`config.mk`:
```
export PLATFORM = sky130hd
export DESIGN_NAME = sflow_v5_datagram_deframer_flat
export DESIGN_NICKNAME = d
export VERILOG_FILES = /design/src/rtl/sfd_pkg.sv /design/src/rtl/sfd_if.sv /design/src/rtl/sfd_front.sv /design/src/rtl/sfd_back.sv /design/src/rtl/sflow_v5_datagram_deframer.sv /design/src/flat_wrapper.sv
export SDC_FILE = /design/constraint.sdc
export NUM_CORES = 2
export LEC_CHECK = 0
export BUFFER_PORTS_ARGS = -buffer_cell sky130_fd_sc_hd__buf_2
export CAP_MARGIN = 10
export CORE_ASPECT_RATIO = 0.8
export CORE_MARGIN = 4
export CORE_UTILIZATION = 60
export DETAILED_ROUTE_END_ITERATION = 10
export GPL_ROUTABILITY_DRIVEN = 0
export PLACE_DENSITY = 0.78
export SLEW_MARGIN = 20
export SYNTH_ARGS = -nofsm -noshare
export SYNTH_HDL_FRONTEND = slang
export SYNTH_SLANG_ARGS = --single-unit
```
`constraint.sdc`:
```
create_clock -name clk -period 18.9 [get_ports clk]
set_input_delay 1.89 -clock clk [delete_from_list [all_inputs] [get_ports clk]]
set_output_delay 1.89 -clock clk [all_outputs]
set_load 0.02 [all_outputs]
```
`src/rtl/sfd_pkg.sv`:
```
`default_nettype none
package sfd_pkg;
	localparam logic [29:0] WordSat = 30'h3FFF_FFFF;
	localparam logic [11:0] FmtMask = 12'hFFF;
	localparam logic [31:0] RawHdrFixed = 32'd12;

	typedef enum logic [1:0] {
		KIND_DESC = 2'd0,
		KIND_HDR  = 2'd1,
		KIND_ERR  = 2'd2
	} kind_t;

	typedef enum logic [1:0] {
		ERR_NONE    = 2'd0,
		ERR_VERSION = 2'd1,
		ERR_ADDR    = 2'd2,
		ERR_TRUNC   = 2'd3
	} err_t;

	// one entry of the queue between classifier and emitter
	typedef struct packed {
		kind_t       kind;
		logic [31:0] header_word;
		logic [2:0]  word_bytes;
		logic        last_header_word;
		logic [31:0] samp_rate;
		logic [31:0] frame_len;
		logic [31:0] snap_length;
		logic [31:0] source_id;
		logic [31:0] input_port;
		logic [31:0] output_port;
		err_t        error_code;
	} ent_t;

	typedef struct packed {
		logic [1:0]  kind;
		logic [31:0] header_word;
		logic [2:0]  word_bytes;
		logic        last_header_word;
		logic [31:0] samp_rate;
		logic [31:0] frame_len;
		logic [31:0] snap_length;
		logic [63:0] sampled_bytes;
		logic [31:0] source_id;
		logic [31:0] input_port;
		logic [31:0] output_port;
		logic [1:0]  error_code;
	} res_t;

	function automatic logic [29:0] words_of(input logic [31:0] b);
		logic [32:0] s;
		s = {1'b0, b} + 33'd3;
		return (s[32]) ? WordSat : s[31:2];
	endfunction
endpackage
`default_nettype wire

```
`src/rtl/sfd_if.sv`:
```
`default_nettype none
interface sfd_in_if;
	logic        valid;
	logic        ready;
	logic [31:0] data_word;
	logic        last_word;
	modport source (output valid, data_word, last_word, input ready);
	modport sink (input valid, data_word, last_word, output ready);
endinterface

interface sfd_out_if;
	logic        valid;
	logic        ready;
	logic [1:0]  kind;
	logic [31:0] header_word;
	logic [2:0]  word_bytes;
	logic        last_header_word;
	logic [31:0] samp_rate;
	logic [31:0] frame_len;
	logic [31:0] snap_length;
	logic [63:0] sampled_bytes;
	logic [31:0] source_id;
	logic [31:0] input_port;
	logic [31:0] output_port;
	logic [1:0]  error_code;
	modport source (output valid, kind, header_word, word_bytes, last_header_word,
		samp_rate, frame_len, snap_length, sampled_bytes, source_id,
		input_port, output_port, error_code, input ready);
	modport sink (input valid, kind, header_word, word_bytes, last_header_word,
		samp_rate, frame_len, snap_length, sampled_bytes, source_id,
		input_port, output_port, error_code, output ready);
endinterface
`default_nettype wire

```
`src/rtl/sfd_front.sv`:
```
`default_nettype none
module sfd_front (
	input  wire logic               clk,
	input  wire logic               arst_n,
	input  wire logic               acc,
	input  wire logic [31:0]        w,
	input  wire logic               last,
	input  wire logic [3:0]         fcs_length,
	output sfd_pkg::ent_t           ent,
	output logic                    ent_valid
);
	import sfd_pkg::*;

	typedef enum logic [25:0] {
		PH_VERSION    = 26'd1 << 0,
		PH_ADDRTYPE   = 26'd1 << 1,
		PH_HSKIP      = 26'd1 << 2,
		PH_NSAMPLES   = 26'd1 << 3,
		PH_SFORMAT    = 26'd1 << 4,
		PH_SLEN_FLOW  = 26'd1 << 5,
		PH_SLEN_OTHER = 26'd1 << 6,
		PH_SSKIP      = 26'd1 << 7,
		PH_FS_SEQ     = 26'd1 << 8,
		PH_FS_SRC     = 26'd1 << 9,
		PH_FS_RATE    = 26'd1 << 10,
		PH_FS_TOTAL   = 26'd1 << 11,
		PH_FS_DROPS   = 26'd1 << 12,
		PH_FS_IN      = 26'd1 << 13,
		PH_FS_OUT     = 26'd1 << 14,
		PH_FS_NREC    = 26'd1 << 15,
		PH_RTYPE      = 26'd1 << 16,
		PH_RLEN_RAW   = 26'd1 << 17,
		PH_RLEN_OTHER = 26'd1 << 18,
		PH_RSKIP      = 26'd1 << 19,
		PH_RH_PROTO   = 26'd1 << 20,
		PH_RH_FLEN    = 26'd1 << 21,
		PH_RH_STRIP   = 26'd1 << 22,
		PH_RH_SNAP    = 26'd1 << 23,
		PH_RH_HDR     = 26'd1 << 24,
		PH_DONE       = 26'd1 << 25
	} phase_t;

	phase_t      ph_q, ph_d;
	logic [31:0] drec_q, drec_d, srec_q, srec_d, hbytes_q, hbytes_d;
	logic [29:0] skip_q, skip_d, rwords_q, rwords_d;
	logic [31:0] rate_q, flen_q, src_q, inp_q, outp_q;
	logic        proto_eth_q, drop_q, drop_d;
	logic        samp_end, rec_end, hdr, emit;
	err_t        err;
	logic [29:0] wo, rw_dec;
	logic [31:0] srec_dec, drec_dec;
	logic [2:0]  wb;
	logic [31:0] wb32, hb_new;
	logic        fin;
	ent_t        e;

	always_comb begin
		ph_d = ph_q; drec_d = drec_q; srec_d = srec_q; hbytes_d = hbytes_q;
		skip_d = skip_q; rwords_d = rwords_q; drop_d = drop_q;
		samp_end = 1'b0; rec_end = 1'b0; hdr = 1'b0; emit = 1'b0; err = ERR_NONE;
		e = '0;
		wo = words_of(w);
		rw_dec = rwords_q - 30'd1;
		srec_dec = srec_q - 32'd1;
		drec_dec = drec_q - 32'd1;
		wb = (hbytes_q < 32'd4) ? hbytes_q[2:0] : 3'd4;
		wb32 = {29'd0, wb};
		hb_new = hbytes_q - wb32;
		fin = (hb_new == 32'd0) || (rw_dec == 30'd0);
		unique case (ph_q)
			PH_VERSION: begin
				if (w != 32'd5) err = ERR_VERSION;
				else ph_d = PH_ADDRTYPE;
			end
			PH_ADDRTYPE: begin
				if (w == 32'd1) begin skip_d = 30'd4; ph_d = PH_HSKIP; end
				else if (w == 32'd2) begin skip_d = 30'd7; ph_d = PH_HSKIP; end
				else err = ERR_ADDR;
			end
			PH_HSKIP: begin
				skip_d = skip_q - 30'd1;
				if (skip_d == 30'd0) ph_d = PH_NSAMPLES;
			end
			PH_NSAMPLES: begin
				drec_d = w;
				ph_d = (w == 32'd0) ? PH_DONE : PH_SFORMAT;
			end
			PH_SFORMAT: ph_d = ((w[11:0] & FmtMask) == 12'd1) ? PH_SLEN_FLOW : PH_SLEN_OTHER;
			PH_SLEN_FLOW: ph_d = PH_FS_SEQ;
			PH_SLEN_OTHER: begin
				skip_d = wo;
				if (wo == 30'd0) samp_end = 1'b1;
				else ph_d = PH_SSKIP;
			end
			PH_SSKIP: begin
				skip_d = skip_q - 30'd1;
				if (skip_d == 30'd0) samp_end = 1'b1;
			end
			PH_FS_SEQ: ph_d = PH_FS_SRC;
			PH_FS_SRC: ph_d = PH_FS_RATE;
			PH_FS_RATE: ph_d = PH_FS_TOTAL;
			PH_FS_TOTAL: ph_d = PH_FS_DROPS;
			PH_FS_DROPS: ph_d = PH_FS_IN;
			PH_FS_IN: ph_d = PH_FS_OUT;
			PH_FS_OUT: ph_d = PH_FS_NREC;
			PH_FS_NREC: begin
				srec_d = w;
				if (w == 32'd0) samp_end = 1'b1;
				else ph_d = PH_RTYPE;
			end
			PH_RTYPE: ph_d = (w == 32'd1) ? PH_RLEN_RAW : PH_RLEN_OTHER;
			PH_RLEN_RAW: begin
				rwords_d = words_of((w >= RawHdrFixed) ? w - RawHdrFixed : 32'd0);
				ph_d = PH_RH_PROTO;
			end
			PH_RLEN_OTHER: begin
				rwords_d = wo;
				if (wo == 30'd0) rec_end = 1'b1;
				else ph_d = PH_RSKIP;
			end
			PH_RSKIP: begin
				rwords_d = rw_dec;
				if (rw_dec == 30'd0) rec_end = 1'b1;
			end
			PH_RH_PROTO: ph_d = PH_RH_FLEN;
			PH_RH_FLEN: ph_d = PH_RH_STRIP;
			PH_RH_STRIP: begin
				if (rwords_q == 30'd0) rec_end = 1'b1;
				else ph_d = proto_eth_q ? PH_RH_SNAP : PH_RSKIP;
			end
			PH_RH_SNAP: begin
				rwords_d = rw_dec;
				hbytes_d = w;
				emit = 1'b1;
				e.kind = KIND_DESC;
				e.samp_rate = rate_q;
				e.frame_len = flen_q;
				e.snap_length = w;
				e.source_id = src_q;
				e.input_port = inp_q;
				e.output_port = outp_q;
				if (rw_dec == 30'd0) rec_end = 1'b1;
				else ph_d = (w == 32'd0) ? PH_RSKIP : PH_RH_HDR;
			end
			PH_RH_HDR: begin
				rwords_d = rw_dec;
				hbytes_d = hb_new;
				emit = 1'b1; hdr = 1'b1;
				e.kind = KIND_HDR;
				e.header_word = w;
				e.word_bytes = wb;
				e.last_header_word = fin;
				if (fin) begin
					if (rw_dec == 30'd0) rec_end = 1'b1;
					else ph_d = PH_RSKIP;
				end
			end
			PH_DONE: ;
			default: ph_d = PH_DONE;
		endcase
		if (rec_end) begin
			srec_d = srec_dec;
			if (srec_dec == 32'd0) samp_end = 1'b1;
			else ph_d = PH_RTYPE;
		end
		if (samp_end) begin
			drec_d = drec_dec;
			ph_d = (drec_dec == 32'd0) ? PH_DONE : PH_SFORMAT;
		end
		if (err != ERR_NONE) begin
			e = '0; e.kind = KIND_ERR; e.error_code = err; emit = 1'b1;
			drop_d = !last; ph_d = PH_VERSION;
		end else if (last) begin
			if (ph_d != PH_DONE) begin
				if (hdr) begin
					e.last_header_word = 1'b1; e.error_code = ERR_TRUNC;
				end else begin
					e = '0; e.kind = KIND_ERR; e.error_code = ERR_TRUNC;
				end
				emit = 1'b1;
			end
			ph_d = PH_VERSION;
		end
		if (drop_q) begin
			emit = 1'b0; ph_d = ph_q; drec_d = drec_q; srec_d = srec_q;
			hbytes_d = hbytes_q; skip_d = skip_q; rwords_d = rwords_q;
			drop_d = 1'b1;
			if (last) begin drop_d = 1'b0; ph_d = PH_VERSION; end
		end
	end

	always_ff @(posedge clk or negedge arst_n) begin
		if (!arst_n) begin
			ph_q <= PH_VERSION; drop_q <= 1'b0;
			drec_q <= '0; srec_q <= '0; hbytes_q <= '0; skip_q <= '0; rwords_q <= '0;
			rate_q <= '0; flen_q <= '0; src_q <= '0; inp_q <= '0; outp_q <= '0;
			proto_eth_q <= 1'b0; ent_valid <= 1'b0;
		end else begin
			ent_valid <= acc && emit;
			if (acc) begin
				ph_q <= ph_d; drop_q <= drop_d; drec_q <= drec_d; srec_q <= srec_d;
				hbytes_q <= hbytes_d; skip_q <= skip_d; rwords_q <= rwords_d;
				if (!drop_q) begin
					if (ph_q == PH_FS_SRC) src_q <= w;
					if (ph_q == PH_FS_RATE) rate_q <= w;
					if (ph_q == PH_FS_IN) inp_q <= w;
					if (ph_q == PH_FS_OUT) outp_q <= w;
					if (ph_q == PH_RH_PROTO) proto_eth_q <= (w == 32'd1);
					if (ph_q == PH_RH_FLEN)
						flen_q <= (w >= {28'd0, fcs_length}) ? w - {28'd0, fcs_length} : 32'd0;
				end
			end
		end
	end

	always_ff @(posedge clk) begin
		if (acc) ent <= e;
	end
endmodule
`default_nettype wire

```
`src/rtl/sfd_back.sv`:
```
`default_nettype none
module sfd_back #(
	parameter int unsigned Depth = 4
) (
	input  wire logic          clk,
	input  wire logic          arst_n,
	input  wire logic          in_valid,
	input  wire sfd_pkg::ent_t in_ent,
	output logic               space_ok,
	sfd_out_if.source          o
);
	import sfd_pkg::*;

	localparam int unsigned Aw = (Depth > 1) ? $clog2(Depth) : 1;

	ent_t          mem [Depth];
	logic [Aw-1:0] wp_q, rp_q;
	logic [Aw:0]   cnt_q;
	logic          pop, s1_load, s1_v_q, s2_v_q, s2_take;
	ent_t          e_s1;
	res_t          r_s2;

	// stages s1 and s2 follow the queue, the multiply sits between s1 and s2
	assign s2_take = !s2_v_q || o.ready;
	assign s1_load = !s1_v_q || s2_take;
	assign pop = (cnt_q != '0) && s1_load;
	// front has one word in flight ahead of the queue
	assign space_ok = (cnt_q + {{Aw{1'b0}}, in_valid}) < (Aw+1)'(Depth - 1);

	always_ff @(posedge clk) begin
		if (in_valid) mem[wp_q] <= in_ent;
		if (pop) e_s1 <= mem[rp_q];
		if (s1_v_q && s2_take) begin
			r_s2.kind <= e_s1.kind;
			r_s2.header_word <= e_s1.header_word;
			r_s2.word_bytes <= e_s1.word_bytes;
			r_s2.last_header_word <= e_s1.last_header_word;
			r_s2.samp_rate <= e_s1.samp_rate;
			r_s2.frame_len <= e_s1.frame_len;
			r_s2.snap_length <= e_s1.snap_length;
			r_s2.sampled_bytes <= 64'(e_s1.frame_len) * 64'(e_s1.samp_rate);
			r_s2.source_id <= e_s1.source_id;
			r_s2.input_port <= e_s1.input_port;
			r_s2.output_port <= e_s1.output_port;
			r_s2.error_code <= e_s1.error_code;
		end
	end

	always_ff @(posedge clk or negedge arst_n) begin
		if (!arst_n) begin
			wp_q <= '0; rp_q <= '0; cnt_q <= '0; s1_v_q <= 1'b0; s2_v_q <= 1'b0;
		end else begin
			if (in_valid) wp_q <= (wp_q == Aw'(Depth - 1)) ? '0 : wp_q + 1'b1;
			if (pop) rp_q <= (rp_q == Aw'(Depth - 1)) ? '0 : rp_q + 1'b1;
			cnt_q <= cnt_q + {{Aw{1'b0}}, in_valid} - {{Aw{1'b0}}, pop};
			if (s1_load) s1_v_q <= pop;
			if (s2_take) s2_v_q <= s1_v_q;
		end
	end

	assign o.valid = s2_v_q;
	assign o.kind = r_s2.kind;
	assign o.header_word = r_s2.header_word;
	assign o.word_bytes = r_s2.word_bytes;
	assign o.last_header_word = r_s2.last_header_word;
	assign o.samp_rate = r_s2.samp_rate;
	assign o.frame_len = r_s2.frame_len;
	assign o.snap_length = r_s2.snap_length;
	assign o.sampled_bytes = r_s2.sampled_bytes;
	assign o.source_id = r_s2.source_id;
	assign o.input_port = r_s2.input_port;
	assign o.output_port = r_s2.output_port;
	assign o.error_code = r_s2.error_code;
endmodule
`default_nettype wire

```
`src/rtl/sflow_v5_datagram_deframer.sv`:
```
// result path: a taken word passes the front entry register, the queue, s1 and the multiply stage s2
// throughput: one datagram word per cycle while the result queue has room
// input stalls once the queue, counting the word being written, holds Depth-1 words
// the product is one 32x32 multiply in the last stage
// reset: arst_n asynchronous active low, parser waits for a version word, fcs_length 4
`default_nettype none
module sflow_v5_datagram_deframer #(
	parameter int unsigned Depth = 4
) (
	input  wire logic        clk,
	input  wire logic        arst_n,
	sfd_in_if.sink           din,
	sfd_out_if.source        dout,
	input  wire logic        psel,
	input  wire logic        penable,
	input  wire logic        pwrite,
	input  wire logic [1:0]  paddr,
	input  wire logic [31:0] pwdata,
	output logic [31:0]      prdata,
	output logic             pready
);
	import sfd_pkg::*;

	localparam logic [1:0] AddrFcs = 2'd0;

	logic [3:0] fcs_q;
	logic       acc, ent_valid, space_ok;
	ent_t       ent;

	// config register, byte address 0
	assign pready = 1'b1;
	assign prdata = (paddr == AddrFcs) ? {28'd0, fcs_q} : 32'd0;
	always_ff @(posedge clk or negedge arst_n) begin
		if (!arst_n) fcs_q <= 4'd4;
		else if (psel && penable && pwrite && paddr == AddrFcs) fcs_q <= pwdata[3:0];
	end

	// input word taken whenever the queue can absorb what is in flight
	assign din.ready = space_ok;
	assign acc = din.valid && din.ready;

	sfd_front u_front (
		.clk, .arst_n, .acc, .w(din.data_word), .last(din.last_word),
		.fcs_length(fcs_q), .ent, .ent_valid
	);

	sfd_back #(.Depth(Depth)) u_back (
		.clk, .arst_n, .in_valid(ent_valid), .in_ent(ent), .space_ok, .o(dout)
	);

`ifndef ASSERT_OFF
	// an error word never carries header flags
	a_err_clean: assert property (@(posedge clk) disable iff (!arst_n)
		dout.valid && dout.kind == KIND_ERR |-> dout.last_header_word == 1'b0)
		else $error("error word with header flag");
	// the descriptor product follows its operands
	a_prod: assert property (@(posedge clk) disable iff (!arst_n)
		dout.valid && dout.kind == KIND_DESC |->
		dout.sampled_bytes == 64'(dout.frame_len) * 64'(dout.samp_rate))
		else $error("sampled_bytes mismatch");
`endif
endmodule
`default_nettype wire
```
`src/flat_wrapper.sv`:
```
// flat-port wrapper written by rule: the top's interface ports become plain ports
module sflow_v5_datagram_deframer_flat import sfd_pkg::*;
#(
	parameter int unsigned Depth = 4
)
  (clk, arst_n, psel, penable, pwrite, paddr, pwdata, prdata, pready, din_valid, din_data_word, din_last_word, din_ready, dout_valid, dout_kind, dout_header_word, dout_word_bytes, dout_last_header_word, dout_samp_rate, dout_frame_len, dout_snap_length, dout_sampled_bytes, dout_source_id, dout_input_port, dout_output_port, dout_error_code, dout_ready);
  sfd_in_if din_i ();
  sfd_out_if dout_i ();
  input  wire logic clk;
  input  wire logic arst_n;
  input  wire logic psel;
  input  wire logic penable;
  input  wire logic pwrite;
  input  wire logic [1:0] paddr;
  input  wire logic [31:0] pwdata;
  output logic [31:0] prdata;
  output logic pready;
  input wire logic [$bits(din_i.valid)-1:0] din_valid;
  input wire logic [$bits(din_i.data_word)-1:0] din_data_word;
  input wire logic [$bits(din_i.last_word)-1:0] din_last_word;
  output wire logic [$bits(din_i.ready)-1:0] din_ready;
  output wire logic [$bits(dout_i.valid)-1:0] dout_valid;
  output wire logic [$bits(dout_i.kind)-1:0] dout_kind;
  output wire logic [$bits(dout_i.header_word)-1:0] dout_header_word;
  output wire logic [$bits(dout_i.word_bytes)-1:0] dout_word_bytes;
  output wire logic [$bits(dout_i.last_header_word)-1:0] dout_last_header_word;
  output wire logic [$bits(dout_i.samp_rate)-1:0] dout_samp_rate;
  output wire logic [$bits(dout_i.frame_len)-1:0] dout_frame_len;
  output wire logic [$bits(dout_i.snap_length)-1:0] dout_snap_length;
  output wire logic [$bits(dout_i.sampled_bytes)-1:0] dout_sampled_bytes;
  output wire logic [$bits(dout_i.source_id)-1:0] dout_source_id;
  output wire logic [$bits(dout_i.input_port)-1:0] dout_input_port;
  output wire logic [$bits(dout_i.output_port)-1:0] dout_output_port;
  output wire logic [$bits(dout_i.error_code)-1:0] dout_error_code;
  input wire logic [$bits(dout_i.ready)-1:0] dout_ready;
  assign din_i.valid = din_valid;
  assign din_i.data_word = din_data_word;
  assign din_i.last_word = din_last_word;
  assign din_ready = din_i.ready;
  assign dout_valid = dout_i.valid;
  assign dout_kind = dout_i.kind;
  assign dout_header_word = dout_i.header_word;
  assign dout_word_bytes = dout_i.word_bytes;
  assign dout_last_header_word = dout_i.last_header_word;
  assign dout_samp_rate = dout_i.samp_rate;
  assign dout_frame_len = dout_i.frame_len;
  assign dout_snap_length = dout_i.snap_length;
  assign dout_sampled_bytes = dout_i.sampled_bytes;
  assign dout_source_id = dout_i.source_id;
  assign dout_input_port = dout_i.input_port;
  assign dout_output_port = dout_i.output_port;
  assign dout_error_code = dout_i.error_code;
  assign dout_i.ready = dout_ready;
  sflow_v5_datagram_deframer #(.Depth(Depth)) u_core (.clk(clk), .arst_n(arst_n), .din(din_i), .dout(dout_i), .psel(psel), .penable(penable), .pwrite(pwrite), .paddr(paddr), .pwdata(pwdata), .prdata(prdata), .pready(pready));
endmodule
```
Word level (Yosys, flattened, before mapping) --
Memories as Yosys holds them, arrays and structs flattened. A register that Yosys moved wholly into a read port is not among the register bits. Index checks and enable logic that the tools add are counted.
Storage, ports and cells: output and inout bits 331, register bits after elaboration 886, memories kept 1, word-level logic and storage cells 220, memory bits (writable) 928, input port bits 74
Cells by class: reduce and logical (&&, ||, !) cells 46, bitwise operators 1, order comparisons 4, add/subtract/negate cells 13, equal/unequal tests 35, $mul 1, multiplexer cells 76
Memory list:
- u_core.u_back.mem | words 4, width 232, rd ports 1, clocked after Yosys merged registers in 1, wr ports 1, RTL line sfd_back.sv:16 | ent_t mem [Depth];
Operators with widths (count):
- $pmux 26 s24 | 1
- $mux 26 | 20
- $mux 232 | 2
- $mux 192 | 2
- $mux 32 | 6
- $pmux 30 s3 | 2
- $logic_not 32->1 | 4
- $logic_not 30->1 | 4
- $mux 30 | 4
- $add 32x2->33 const B | 2
- $mul 32x32->64 | 1
- $pmux 32 s2 | 1
- $sub 32x1->32 const B | 2
- $sub 30x1->30 const B | 2
- $mux 37 | 1
- $mux 36 | 1
- $eq 32x1->1 const B | 1
- $eq 32x2->1 const B | 1
- $ge 32x4->1 | 1
- $ge 32x4->1 const B | 1
- $lt 32x3->1 const B | 1
- $ne 32x3->1 const B | 1
- $sub 32x3->32 | 1
- $sub 32x4->32 | 1
- other kinds (59) | 113

Depth between registers and ports, before layout --
depth in word-level cells 16, mapped depth 31, gate-level depth less buffers 29

Cells and area by module --
From an unflattened synthesis, not the netlist that was laid out.
Second synthesis, totals: cells, all modules 8815, area total of the unflattened synthesis 115238.0 um^2
By module, submodules not included:
- sfd_back | cells an instance 5441, area an instance 82852.0 um^2, instances 1, sequential area each 43947.1 um^2
- sfd_front | cells an instance 3328, area an instance 31959.4 um^2, instances 1, sequential area each 15601.2 um^2
- sflow_v5_datagram_deframer | cells an instance 46, area an instance 426.7 um^2, instances 1, sequential area each 101.3 um^2

Least setup slack after synthesis --
Ideal clock, no wire load.
path kind input to register, start point input port dout_ready, end point register u_core.u_back.cnt_q[2], arrival 14.771 ns, setup slack 4.005 ns, stages on the path 5, buffers on the path 0, data required time 18.776 ns, cell sequence nor2b_1 a21oi_1 ha_1 ha_1 xnor2_1
On the way: longest elaborated chain between the ends 4
RTL lines:
- start, declared | RTL line flat_wrapper.sv:35 | input wire logic [$bits(dout_i.ready)-1:0] dout_ready;
- $logic_or 1x1->1 | RTL line sfd_back.sv:24 | assign s2_take = !s2_v_q || o.ready;
- $logic_or 1x1->1 | RTL line sfd_back.sv:25 | assign s1_load = !s1_v_q || s2_take;
- $logic_and 1x1->1 | RTL line sfd_back.sv:26 | assign pop = (cnt_q != '0) && s1_load;
- net u_core.u_back.pop | RTL line sfd_back.sv:19 | logic pop, s1_load, s1_v_q, s2_v_q, s2_take;
- $sub 3x1->3 | RTL line sfd_back.sv:55 | cnt_q <= cnt_q + {{Aw{1'b0}}, in_valid} - {{Aw{1'b0}}, pop};
- end signal, assigned | RTL line sfd_back.sv:55
- end, declared | RTL line sfd_back.sv:18 | logic [Aw:0] cnt_q;
The timed path passes the listed nets, and every way through them passes these cells. A chain may end at the register's enable or synchronous reset.

Final worst setup path --
start point register u_core.u_back.e_s1[149] (netlist name), end point register u_core.u_back.o.sampled_bytes[61] (netlist name)
On the way: longest elaborated chain between the ends 1
RTL lines:
- $mul 32x32->64 | RTL line sfd_back.sv:41 | r_s2.sampled_bytes <= 64'(e_s1.frame_len) * 64'(e_s1.samp_rate);
Every way passes these cells.

==> metrics.md <==
| Metric | Value |
|---|---|
| Worst-path clk slew | 0.07 ns |
| Worst hold-check path type | reg -> reg |
| Ys flop type | edfxtp_1 |
| Rel. slew slack | 0.205 |
| Critical Path Start Type | flip-flop |
| Crit share post-route | 0.488 |
| Post-CTS Resized | 0 |
| Max Buffers Root-to-Sink | 3 |
| Max Freq | 108 MHz |
| Nets | 10400 |
| Post-synthesis async set-or-reset flop share | 0.175 |
| CTS tree | built |
| DR pass1 iterations | 9 |
| Syn Area/Cell | 12.8 µm² |
| Final non-filler cell total | 11900 |
| Fin Hold WS | 0.410 ns |
| Fill cell count | 13100 |
| CP peak stage delay | 0.59 ns |
| Top cell type's share of synthesized area | 0.441 |
| Cell taking the most area after synthesis | edfxtp_1 |
| Hold path depth | 0 |
| Reg-to-reg startpoint | u_core.u_back.e_s1[149]$_DFFE_PP_ |
| Initial Util | 0.604 |
| Initial antenna violation count | 27 |
| FF-to-FF End | u_core.u_back.o.sampled_bytes[61]$_DFFE_PP_ |
| Number of core rows | around 140 |
| CP arrival | between 9 and 10 ns |
| Root Buffer | clkbuf_16 |
| Top cells by count, synth | edfxtp_1, nand2_1, inv_1 |
| Fin Setup TNS | 0 ns |
| Yosys warning total | 0 |
| Crit path from | u_core.u_back.e_s1[149]$_DFFE_PP_ |
| Most common cell in the netlist | edfxtp_1 |
| Vias in the first global route | 77600 |
| Layout cells sized above 1 | 0.134 |
| Placeable core area | 190000 µm² |
| Via-to-Cell Ratio | 6.32 |
| Sink Count | 2046 |
| Syn Inst Count | 9000 |
| Final number of hold-violating endpoints | 0 |
| Final setup viols | 0 |
| First-pass GRT wire length | 465000 µm |
| Library cells used by synthesis | 100 |
| Initial DRC count | 10000 |
| CP max FO | 33 |
| Critical-path cell with the highest stage delay | fa_1 |
| Status | completed |
| Number of synthesized flops with an enable pin | 1688 |
| Grt ovf | 0 |
| Drt drc | 0 |
| Flops & latches, synth | 2046 |
| Height of the chip | 399 µm |
| Largest net degree at the start of global routing | 140 |
| Hold Startpoint | u_core.u_back.e_s1[212]$_DFFE_PP_ |
| Dominant cells by area after synthesis | edfxtp_1, fa_1, dfrtp_1, mux4_2, nand2_1 |
| Port Buffer Count | 347 |
| WL/cell | 25.5 µm |
| Pins Over Slew Limit | 0 |
| CTS Buf Count | 188 |
| Sequential element share of the synthesized area | 0.519 |
| GRT Total Usage | 0.308 |
| Die W | 497 µm |
| RSZ-0062 raised after global routing | no |
| Slew @ Worst Pin | 1.19 ns |
| Worst Setup Path Type | reg -> reg |
| IO Pins | just over 400 |
| Tmin final | 9.23 ns |
| Cts hold-fix bufs | 0 |
| Synthesis-to-layout area growth | 9.33% |
| Reg2Reg Setup Slack | 9.67 ns |
| Htree depth | 4 |
| Post-CTS setup repair buffer count | 0 |
| Crit. End Element | flip-flop |
| Number of max-cap violations | 0 |
| Crit path required time | a little under 20 ns |
| Final core occ | 0.661 |
| Worst Hold Path EP | u_core.u_back.o.header_word[14]$_DFFE_PP_ |
| Post-route ant nets | 0 |
| Worst r2r path cells | 30 |
| Worst skew pair latency | about 0.83 ns |
| Via count | 75200 |
| Full die area | roughly 200000 µm² |
| Inst Count DP | approximately 12000 |
| Clock skew | roughly 0.04 ns |
| Post-DP HPWL | between 150000 and 200000 µm |
| Routed WL | 303000 µm |
| Post-Syn Area | 115000 µm² |
==> worst max-delay path, delay by kind of cell (launching register included) <==
kind / cells / cell delay [ns]
fa+ha+maj: 9 / 4.61
compound gates: 8 / 2.18
simple gates: 2 / 0.46
flops: 1 / 0.34
xor+xnor: 1 / 0.11
buf+inv: 10 / 1.24
==> registers in the layout (all words and copies together) (netlist names), 4 cells and up <==
name	cells
u_core.u_back.o.sampled_bytes	64
u_core.u_front.outp_q	32
u_core.u_back.o.input_port	32
u_core.u_front.rwords_q	30
u_core.u_front.ent	232
u_core.u_back.mem	928
u_core.u_front.skip_q	30
u_core.u_front.ph_q	26
u_core.u_front.rate_q	32
u_core.u_back.o.frame_len	32
u_core.u_back.e_s1	232
u_core.u_back.o.samp_rate	32
u_core.u_back.o.snap_length	32
u_core.u_front.inp_q	32
u_core.u_front.src_q	32
u_core.fcs_q	4
u_core.u_back.o.source_id	32
u_core.u_front.drec_q	32
u_core.u_front.flen_q	32
u_core.u_front.srec_q	32
u_core.u_back.o.header_word	32
u_core.u_back.o.output_port	32
u_core.u_front.hbytes_q	32
==> metal layers <==
metal	GRT usage	share of wire	vias up
li1	-	-	31300
met1	0.425	0.37	37800
met2	0.470	0.45	5191
met3	0.0894	0.13	1001
met4	0.120	0.045	4
met5	0	0.000089	-
==> worst max-delay path by stage <==
stage / endpoint / cells past startpoint
2_1_floorplan: u_core.u_back.cnt_q[2]$_DFF_PN0_ / 5
3_3_place_gp: u_core.u_back.o.sampled_bytes[63]$_DFFE_PP_ / 24
3_5_place_dp: u_core.u_back.o.sampled_bytes[63]$_DFFE_PP_ / 26
4_1_cts: u_core.u_back.o.sampled_bytes[63]$_DFFE_PP_ / 26
5_1_grt: u_core.u_back.o.sampled_bytes[61]$_DFFE_PP_ / 28
6_report: u_core.u_back.o.sampled_bytes[61]$_DFFE_PP_ / 30
==> cells in the final DEF, fill, tap and decap left out, types with 275 or more instances in the layout <==
| cell type | netlist | final |
|---|---|---|
| o21ai_0 | 332 | 331 |
| fa_1 | 897 | 897 |
| nor2_1 | 335 | 334 |
| buf_2 | 23 | 346 |
| dfrtp_1 | 356 | 354 |
| edfxtp_1 | 1688 | 1688 |
| and2_1 | 462 | 456 |
| inv_1 | 1040 | 1040 |
| a21oi_1 | 277 | 275 |
| ha_1 | 288 | 288 |
| nand2_1 | 1114 | 1113 |
==> logic make-up (layout without fill, tap and decap cells) <==
kind of cell,count (synthesis),in the layout,share of synthesized area
AND/OR/NAND/NOR,2629,2629,0.112
flip-flops,2046,2046,0.519
buffers and inverters,1578,1903,0.0544
adder cells (fa/ha/maj),1185,1185,0.188
AO/OA/AOI/OAI,1020,1020,0.0547
multiplexers,355,355,0.0574
XOR/XNOR,185,185,0.0141
other,2,44,0.0000654
==> cell type report <==
type | count | area (µm²) | share of cell area
antenna | 14 | 35.0 | 0.000279
clock buffer | 238 | 5160 | 0.0411
clock inverter | 119 | 1420 | 0.0113
inverter | 1044 | 3920 | 0.0312
multi-input combinational | 5404 | 49200 | 0.392
sequential | 2046 | 59700 | 0.475
tap | 2537 | 3170 | 0.0253
timing repair buffer | 502 | 3020 | 0.0240
==> metrics by stage <==
step	setup slack (ns)	area [µm²]
finish	9.67	126000
global route	9.32	126000
CTS	9.69	125000
detailed placement	9.69	119000
global placement	9.81	119000
floorplan	4.00	115000
Power is not shown: default switching activity piles up to over one toggle a cycle in this logic, so the estimate is an artifact.
